$ cat src/hdl/rsbk_pkg.sv
package rsbk_pkg;

   localparam int KEY_W       = 64;
   localparam int TAG_W       = 16;
   localparam int DEPTH_DEF   = 64;

   // One stored record as it sits in a cell.
   typedef struct packed {
      logic             valid;
      logic [KEY_W-1:0] key;
      logic [TAG_W-1:0] tag;
   } entry_type;

   // Per-cycle command broadcast to every cell.
   typedef struct packed {
      logic ins;    // insert the incoming record in key order
      logic shift;  // move every entry one cell toward the head
   } cell_ctrl_type;

endpackage

$ cat src/hdl/rsbk_cell.sv
module rsbk_cell (
   input  logic                    clock,
   input  logic                    reset,
   input  rsbk_pkg::cell_ctrl_type ctrl,
   input  rsbk_pkg::entry_type     new_entry,
   input  rsbk_pkg::entry_type     left_entry,
   input  logic                    left_gt,
   input  rsbk_pkg::entry_type     right_entry,
   output rsbk_pkg::entry_type     entry,
   output logic                    gt
);
   import rsbk_pkg::*;

   logic [KEY_W-1:0] key_ff;
   logic [TAG_W-1:0] tag_ff;
   logic             valid_ff;
   entry_type        entry_in;

   // Empty cells count as greater so they sit at the tail of the order.
   assign gt = !valid_ff || (key_ff > new_entry.key);

   always_comb begin
      entry_in = '{valid: valid_ff, key: key_ff, tag: tag_ff};
      if (ctrl.ins) begin
         if (gt) begin
            entry_in = left_gt ? left_entry : new_entry;
         end
      end else if (ctrl.shift) begin
         entry_in = right_entry;
      end
   end

   always_ff @(posedge clock) begin
      if (reset) begin
         valid_ff <= 1'b0;
      end else begin
         valid_ff <= entry_in.valid;
      end
      key_ff <= entry_in.key;
      tag_ff <= entry_in.tag;
   end

   assign entry = '{valid: valid_ff, key: key_ff, tag: tag_ff};

endmodule

$ cat config.mk
export PLATFORM = sky130hd
export DESIGN_NAME = rsbk_cell
export DESIGN_NICKNAME = d
export VERILOG_FILES = /design/src/hdl/rsbk_pkg.sv /design/src/hdl/rsbk_cell.sv
export SDC_FILE = /design/constraint.sdc
export NUM_CORES = 1
export LEC_CHECK = 0
export ABC_AREA = 1
export BUFFER_PORTS_ARGS = -buffer_cell sky130_fd_sc_hd__buf_2
export CAP_MARGIN = 20
export CELL_PAD_IN_SITES_DETAIL_PLACEMENT = 0
export CELL_PAD_IN_SITES_GLOBAL_PLACEMENT = 1
export CORE_MARGIN = 10
export CORE_UTILIZATION = 31
export DETAILED_ROUTE_END_ITERATION = 10
export GPL_TIMING_DRIVEN = 0
export PLACE_DENSITY_LB_ADDON = 0.1
export SLEW_MARGIN = 20
export SYNTH_ARGS = -nofsm -noshare
export SYNTH_HDL_FRONTEND = slang
export SYNTH_SLANG_ARGS = --single-unit
export TNS_END_PERCENT = 50
$ cat constraint.sdc
create_clock -name clock -period 5.4 [get_ports clock]
set_input_delay 0.81 -clock clock [delete_from_list [all_inputs] [get_ports clock]]
set_output_delay 0.81 -clock clock [all_outputs]
set_load 0.05 [all_outputs]
==> summary.txt, run 1 <==
Outcome
  • Status: finished, final reports clean

Place
  • Area of placed instances: 7690 um^2
  • Gp weighted congestion: 0.800
  • Post-DP HPWL: 18600 um
  • I/O Buffers: 328
  • Pre-CTS setup slack: 1.89 ns

Pwr
  • Pwr/cell area: 278 nW/um^2
  • Pleak: 4.06 nW
  • VDD IR-drop max: 0.142 mV

Setup path
  • Setup crit end kind: output pin
  • Worst EP arrival: 2.46 ns
  • Worst setup path end: gt
  • Reg2reg path depth: 13
  • Crit Path Max Fanout: 3
  • Levels on crit path: 14
  • FF-to-FF End: key_ff[41]
  • CP top delay family: simple AND/OR/NAND/NOR gates
  • Most used cell, CP: nand2_1
  • Sequence of cells on the critical path: buf_2 > inv_1 > ha_1 > nand2_1 > nor3_2 > nand2_1 > nand2_1 > nand2_1 > nand2_1 > nand2_1 > nand2_1 > nand2_1 > nand2_1 > buf_2
  • Crit-path max cell delay: 0.31 ns
  • RR Startpoint: key_ff[11]
  • Slowest-stage cell, CP: nor3_2
  • Worst reg-to-reg setup slack: 2.48 ns
  • Setup CP Type: input port to output pin
  • Critical path buffers and inverters: 3
  • Crit path required time: 4.59 ns
  • CP startpoint: new_entry[31]
  • Startpoint type of the worst setup path: input port

STA
  • Tmin final: 3.27 ns
  • Unrepaired setup endpoints after global routing: false
  • Worst Skew: 0.00759 ns
  • Slew HR: 52.6%
  • Fin crit share: 60.6%
  • Hold Vio Cnt, Final: 0
  • Setup ws final: 2.13 ns
  • Achievable Freq: 0.305 GHz
  • Hold Slack: 0.618 ns
  • Max-slew violations: 0
  • Slew of the pin with the lowest slew margin: 0.710 ns
  • Setup-failing EPs final: 0

Finish
  • Layout cells sized above 1: 33.5%
  • Most common cell after layout, fill and taps aside: buf_2
  • Post-layout util: 44.3%
  • Finished Cell Area: 8010 um^2
  • Area delta synth->final: 39.7%
  • Reg area: 2420 um^2
  • Final net count: 1378
  • Footprint of the multi-input gates: 2880 um^2
  • Filler cells: 1937
  • Most frequent cells in the layout: 329 x buf_2, 157 x o21ai_0, 144 x nand2_1

Synth
  • Synth Area in Simple Gates: 18.5%
  • Syn Inst Count: 726
  • EDFF count, synth: 80
  • Share of the synthesized area in the top cell type: 41.9%
  • Unique masters post-synth: 27
  • Post-synth top area cell: edfxtp_1
  • Mean Syn Cell Area: 7.90 um^2
  • Xor and xnor area share after synthesis: 0%
  • Seq/Total Area, Yosys: 42.2%
  • Synth top area cells: edfxtp_1 42%, ha_1 14%, o21ai_0 14%
  • Adder-Cell Fraction of Synth Area: 14.0%
  • Post-synth top flop: edfxtp_1
  • Post-Syn Nets: 1038
  • Largest family of logic cells by synthesized area: simple AND/OR/NAND/NOR gates
  • Mux contribution to synthesized area: 0%
  • Share of synthesized registers carrying an async set or reset: 0%
  • FF+latch count, synth: 81
  • Synth warn: 0
  • Synth Area in Compound Gates: 17.7%
  • Cell Area, Synth: 5740 um^2

Clock tree
  • CTS tree: built
  • Worst-path clk slew: 0.06 ns
  • Post-CTS Setup Inserts: 0
  • Cts hold-fix bufs: 0
  • CTS Buf Count: 9
  • Longest Clk Path Bufs: 2
  • Sink Count: 81
  • Root Driver: clkbuf_16
  • Gates resized, CTS repair: 0
  • H-tree levels: 3
  • Clock latency on the worst-skew pair: 0.34 ns

Global routing
  • Initial antenna violation count: 2
  • Global route overflow: 0
  • GRT Util Overall: 18.3%
  • Largest net degree at the start of global routing: 44
  • Vias in the first global route: 6420
  • Global-route wire length before repair: 34900 um

Floorplanning
  • Cell Rows: 49
  • Core region area: 18100 um^2
  • Initial Utilization: 31.7%
  • Die X: 156 um
  • IO Count: 330
  • Die H: 156 um
  • Die area: 24300 um^2

Route
  • Via count: 6087
  • Routed len/inst: 17.7 um
  • Iter 0 DRT Violations: 249
  • Post-DRT Antenna Nets: 0
  • Residual DRC count: 0
  • DRT Pass-1 Iters: 4
  • Vias/cell: 4.67
  • Routed WL: 23000 um

Hold path
  • Hold WC Path Type: flop to flop

Run
  • Max_cap viols: 0
==> report_power, final <==
group	total, W	switching [W]	internal [W]
sequential	0.000819	0.0000365	0.000783
combinational	0.000735	0.000512	0.000223
clock	0.000674	0.000273	0.000401
total	0.00223	0.000821	0.00141
==> final cells by class <==
| class | count | share of cell area (%) |
|---|---|---|
| timing repair buffer | 329 | 20.8 |
| clock inverter | 7 | 1.06 |
| antenna | 3 | 0.0937 |
| clock buffer | 9 | 2.81 |
| tap | 229 | 3.58 |
| sequential | 81 | 30.2 |
| multi-input combinational | 530 | 35.9 |
| buffer | 35 | 1.70 |
| inverter | 80 | 3.75 |
==> cells by family (layout without fill, tap and decap cells) <==
logic type / count (synthesis) / count (layout)
other: 0 / 3
adders and majority gates: 64 / 64
DFF: 81 / 81
AOI/OAI and AO/OA: 201 / 201
buffers and inverters: 115 / 460
and+or+nand+nor: 265 / 265
==> synthesized netlist by cell type, types with 2 or more instances <==
master / n
a21oi_1: 29
clkbuf_1: 32
edfxtp_1: 80
ha_1: 64
inv_1: 74
inv_2: 6
nand2_1: 144
nand3_1: 7
nand3_2: 2
nand4_1: 6
nor2_1: 98
o21a_1: 3
o21ai_0: 157
o21ai_1: 11
==> worst min path at each step <==
stage	from	endpoint	slack [ns]	depth (start not counted)
2_1_floorplan	valid_ff	valid_ff	0.56	4
3_3_place_gp	valid_ff	valid_ff	0.61	4
3_5_place_dp	valid_ff	valid_ff	0.61	4
4_1_cts	valid_ff	valid_ff	0.62	4
5_1_grt	valid_ff	valid_ff	0.67	4
6_report	valid_ff	valid_ff	0.62	4
==> metrics by stage <==
| stage | setup TNS, ns | std cells | power [W] |
|---|---|---|---|
| 6_report | 0 | 1303 | 0.00223 |
| 5_1_grt | 0 | 1301 | 0.00236 |
| 4_1_cts | 0 | 1300 | 0.00226 |
| 3_5_place_dp | 0 | 1284 | 0.00158 |
| 3_3_place_gp | -34.49 | 1283 | 0.00158 |
| 2_1_floorplan | 0 | 726 | 0.00132 |
==> state kept, by name, summed over array words and instances, names as in the netlist <==
name	cells
key_ff	64
valid_ff	1
tag_ff	16
==> metal layers <==
layer	up-vias	global-route usage (%)	wire length, um
met3	22	6.51	2500
met2	229	31.3	11100
met1	2700	21.1	8970
li1	3134	-	-
met5	-	0	11
met4	2	5.26	390
==> worst reg2reg max path, stage by stage, from the launching register on <==
cell and delay, ns:
edfxtp_1 0.41, ha_1 0.33, nand4_1 0.13, nor3_2 0.25, nand2_1 0.09, nand2_1 0.10
nand2_1 0.06, nand2_1 0.05, nand2_1 0.04, nand2_1 0.05, nand2_1 0.10, nand3_2 0.09
and2_4 0.54, buf_16 0.31
(Power assumes the default switching activity.)
==> run 2, diff against run 1 <==
--- a/config.mk
+++ b/config.mk
@@ -5,13 +5,13 @@
 export SDC_FILE = /design/constraint.sdc
 export NUM_CORES = 1
 export LEC_CHECK = 0
-export ABC_AREA = 1
+export ABC_AREA = 0
 export BUFFER_PORTS_ARGS = -buffer_cell sky130_fd_sc_hd__buf_2
 export CAP_MARGIN = 20
 export CELL_PAD_IN_SITES_DETAIL_PLACEMENT = 0
 export CELL_PAD_IN_SITES_GLOBAL_PLACEMENT = 1
 export CORE_MARGIN = 10
-export CORE_UTILIZATION = 31
+export CORE_UTILIZATION = 32
 export DETAILED_ROUTE_END_ITERATION = 10
 export GPL_TIMING_DRIVEN = 0
 export PLACE_DENSITY_LB_ADDON = 0.1
==> constraint.sdc (replaced) <==
create_clock -name clock -period 3.1 [get_ports clock]
set_input_delay 0.465 -clock clock [delete_from_list [all_inputs] [get_ports clock]]
set_output_delay 0.465 -clock clock [all_outputs]
set_load 0.05 [all_outputs]
==> run 2 against run 1 <==
Effect of this change: sequential share of layout area decreased by 1.6 points; utilization up 4.3 points; via count decreased by 8.1%; non-clock buffer count grew 9; final cell count shrank 9.6%; highest routed layer unchanged; clock power up 81%.
==> summary.txt, run 2 <==
Setup path
  • Worst EP arrival: 2.62 ns
  • CP startpoint: key_ff[13]
  • Critical path buffers and inverters: 1
  • Startpoint type of the worst setup path: flop
  • FF-to-FF End: tag_ff[6]
  • Levels on crit path: 9
  • Worst reg-to-reg setup slack: 0.10 ns
  • Sequence of cells on the critical path: ha_4 > nand4_1 > or4_4 > a21oi_4 > nor4b_4 > o221ai_2 > o31ai_4 > nand2_1 > buf_6
  • Slowest-stage cell, CP: or4_4
  • Crit-path max cell delay: 0.56 ns
  • CP top delay family: simple AND/OR/NAND/NOR gates
  • Reg2reg path depth: 11
  • Worst setup path end: gt
  • Setup CP Type: flop to output pin
  • Crit path required time: 2.63 ns
  • Crit Path Max Fanout: 3
  • RR Startpoint: key_ff[13]
  • Setup crit end kind: output pin

STA
  • Slew of the pin with the lowest slew margin: 0.805 ns
  • Worst Skew: 0.00453 ns
  • Fin crit share: 99.6%
  • Achievable Freq: 0.324 GHz
  • Setup ws final: 0.0133 ns
  • Tmin final: 3.09 ns
  • Max-slew violations: 0
  • Hold Vio Cnt, Final: 0
  • Slew HR: 46.4%
  • Total negative slack: 0 ns
  • Unrepaired setup endpoints after global routing: true
  • Setup-failing EPs final: 0

Synth
  • Mean Syn Cell Area: 9.69 um^2
  • Synth cell count leaders: 112 x a21oi_1, 84 x nor2_1, 81 x mux2i_1, 80 x edfxtp_1
  • Synth Area in Simple Gates: 10.9%
  • Synth warn: 0
  • Syn Inst Count: 591
  • Post-synth top area cell: edfxtp_1
  • Synth top area cells: edfxtp_1 42%, mux2i_1 14%, ha_1 14%
  • Adder-Cell Fraction of Synth Area: 14.0%
  • Share of the synthesized area in the top cell type: 42.0%
  • Share of synthesized registers carrying an async set or reset: 0%
  • Mux contribution to synthesized area: 14.2%
  • Cell Area, Synth: 5730 um^2
  • Largest family of logic cells by synthesized area: multiplexers
  • Unique masters post-synth: 38
  • Synth Area in Compound Gates: 12.5%
  • Post-synth top flop: edfxtp_1
  • Count leader, synth: a21oi_1
  • Seq/Total Area, Yosys: 42.3%
  • Xor and xnor area share after synthesis: 0%
  • Post-Syn Nets: 903
  • EDFF count, synth: 80
  • FF+latch count, synth: 81

Clock tree
  • Sink Count: 81
  • Root Driver: clkbuf_16
  • CTS tree: built
  • H-tree levels: 3
  • Clock latency on the worst-skew pair: 0.34 ns
  • Cts hold-fix bufs: 0
  • Worst-path clk slew: 0.06 ns
  • CTS Buf Count: 9
  • Longest Clk Path Bufs: 2

Floorplanning
  • Initial Utilization: 32.9%
  • Die X: 154 um
  • IO Count: 330
  • Core region area: 17400 um^2
  • Die area: 23600 um^2
  • Die H: 154 um
  • Cell Rows: 48

Pwr
  • Pleak: 4.23 nW
  • Pwr/cell area: 472 nW/um^2
  • Design Power: 0.00400 W
  • VDD IR-drop max: 0.310 mV

Global routing
  • Vias in the first global route: 6157
  • Largest net degree at the start of global routing: 18
  • GRT Util Overall: 17.7%
  • Initial antenna violation count: 2
  • Global route overflow: 0
  • Global-route wire length before repair: 33100 um

Route
  • Routed WL: 22400 um
  • Routed len/inst: 19.0 um
  • Vias/cell: 4.75
  • DRT Pass-1 Iters: 4
  • Residual DRC count: 0
  • Via count: 5594
  • Iter 0 DRT Violations: 198
  • Post-DRT Antenna Nets: 0

Finish
  • Area delta synth->final: 47.7%
  • Final net count: 1259
  • Layout cells sized above 1: 40.9%
  • Most frequent cells in the layout: 329 x buf_2, 108 x a21oi_1, 84 x nor2_1
  • Most common cell after layout, fill and taps aside: buf_2
  • Post-layout util: 48.6%
  • Max reg flops: 64
  • Largest regs: key_ff (64), tag_ff (16), valid_ff (1)
  • Non-filler cells, final: 1178
  • Biggest register: key_ff

Place
  • Pre-CTS setup slack: -0.520 ns
  • Gp weighted congestion: 0.888
  • Number of instances in the placed design: 1149
  • Post-DP HPWL: 19000 um
  • I/O Buffers: 328

Outcome
  • Status: finished, final reports clean

Hold path
  • Hold WC Path Type: input port to flop

Run
  • Max_cap viols: 0
## run 2: final cells by class
type / count / area [um^2]
Fill cell: 1768 / 8960
Tap cell: 225 / 282
Clock buffer: 9 / 225
Buffer: 28 / 111
Inverter: 64 / 240
Timing Repair Buffer: 345 / 1920
Sequential cell: 81 / 2420
Multi-Input combinational cell: 418 / 3150
Clock inverter: 7 / 109
Antenna cell: 1 / 2.50
## run 2: metrics by stage
stage / instance area [um^2] / hold slack (ns)
2_1_floorplan: 5820 / 0.582
3_3_place_gp: 7740 / 0.597
3_5_place_dp: 7870 / 0.614
4_1_cts: 8310 / 0.368
5_1_grt: 8460 / 0.386
6_report: 8460 / 0.387
## run 2: repair_timing
item                                    CTS  global route
pin swaps                                 5             2
endpoints found under the setup margin   74            31
buffers inserted                          4             6
gates cloned                              0             2
resized for setup                        17             7
## run 2: how the worst min path moves through the flow
stage,from,endpoint,slack (ns),cells after the start
finish,reset,valid_ff,0.39,3
floorplan,valid_ff,valid_ff,0.58,1
detailed placement,valid_ff,valid_ff,0.61,1
global placement,valid_ff,valid_ff,0.60,1
CTS,reset,valid_ff,0.37,3
global route,reset,valid_ff,0.39,3
## run 2: cells by family after synthesis
logic type | count (synthesis)
and+or+nand+nor | 141
muxes | 81
adders and majority gates | 64
buffers and inverters | 92
AOI/OAI and AO/OA | 132
DFF | 81
## run 2: per-layer routing
metal / global-route usage [%] / share of wire (%) / vias up / wire [um]
met5: 0 / 0.058 / - / 13
met1: 19.2 / 40 / 2525 / 8850
met4: 5.26 / 1.3 / 2 / 300
li1: - / - / 2844 / -
met3: 6.28 / 8.3 / 18 / 1860
met2: 31.7 / 51 / 205 / 11300
## run 2: power by group
group	switching [W]	total [W]	internal (W)	leakage, nW
clock	0.000441	0.00122	0.000780	0.167
sequential	0.0000620	0.00142	0.00135	0.800
combinational	0.000876	0.00136	0.000482	3.27
## run 2: worst reg2reg max path: cells and delay by family (launching register included)
kind,cells,cell delay (ns)
simple gates,3,0.80
compound gates,4,0.65
buf+inv,3,0.51
flops,1,0.45
fa+ha+maj,1,0.30
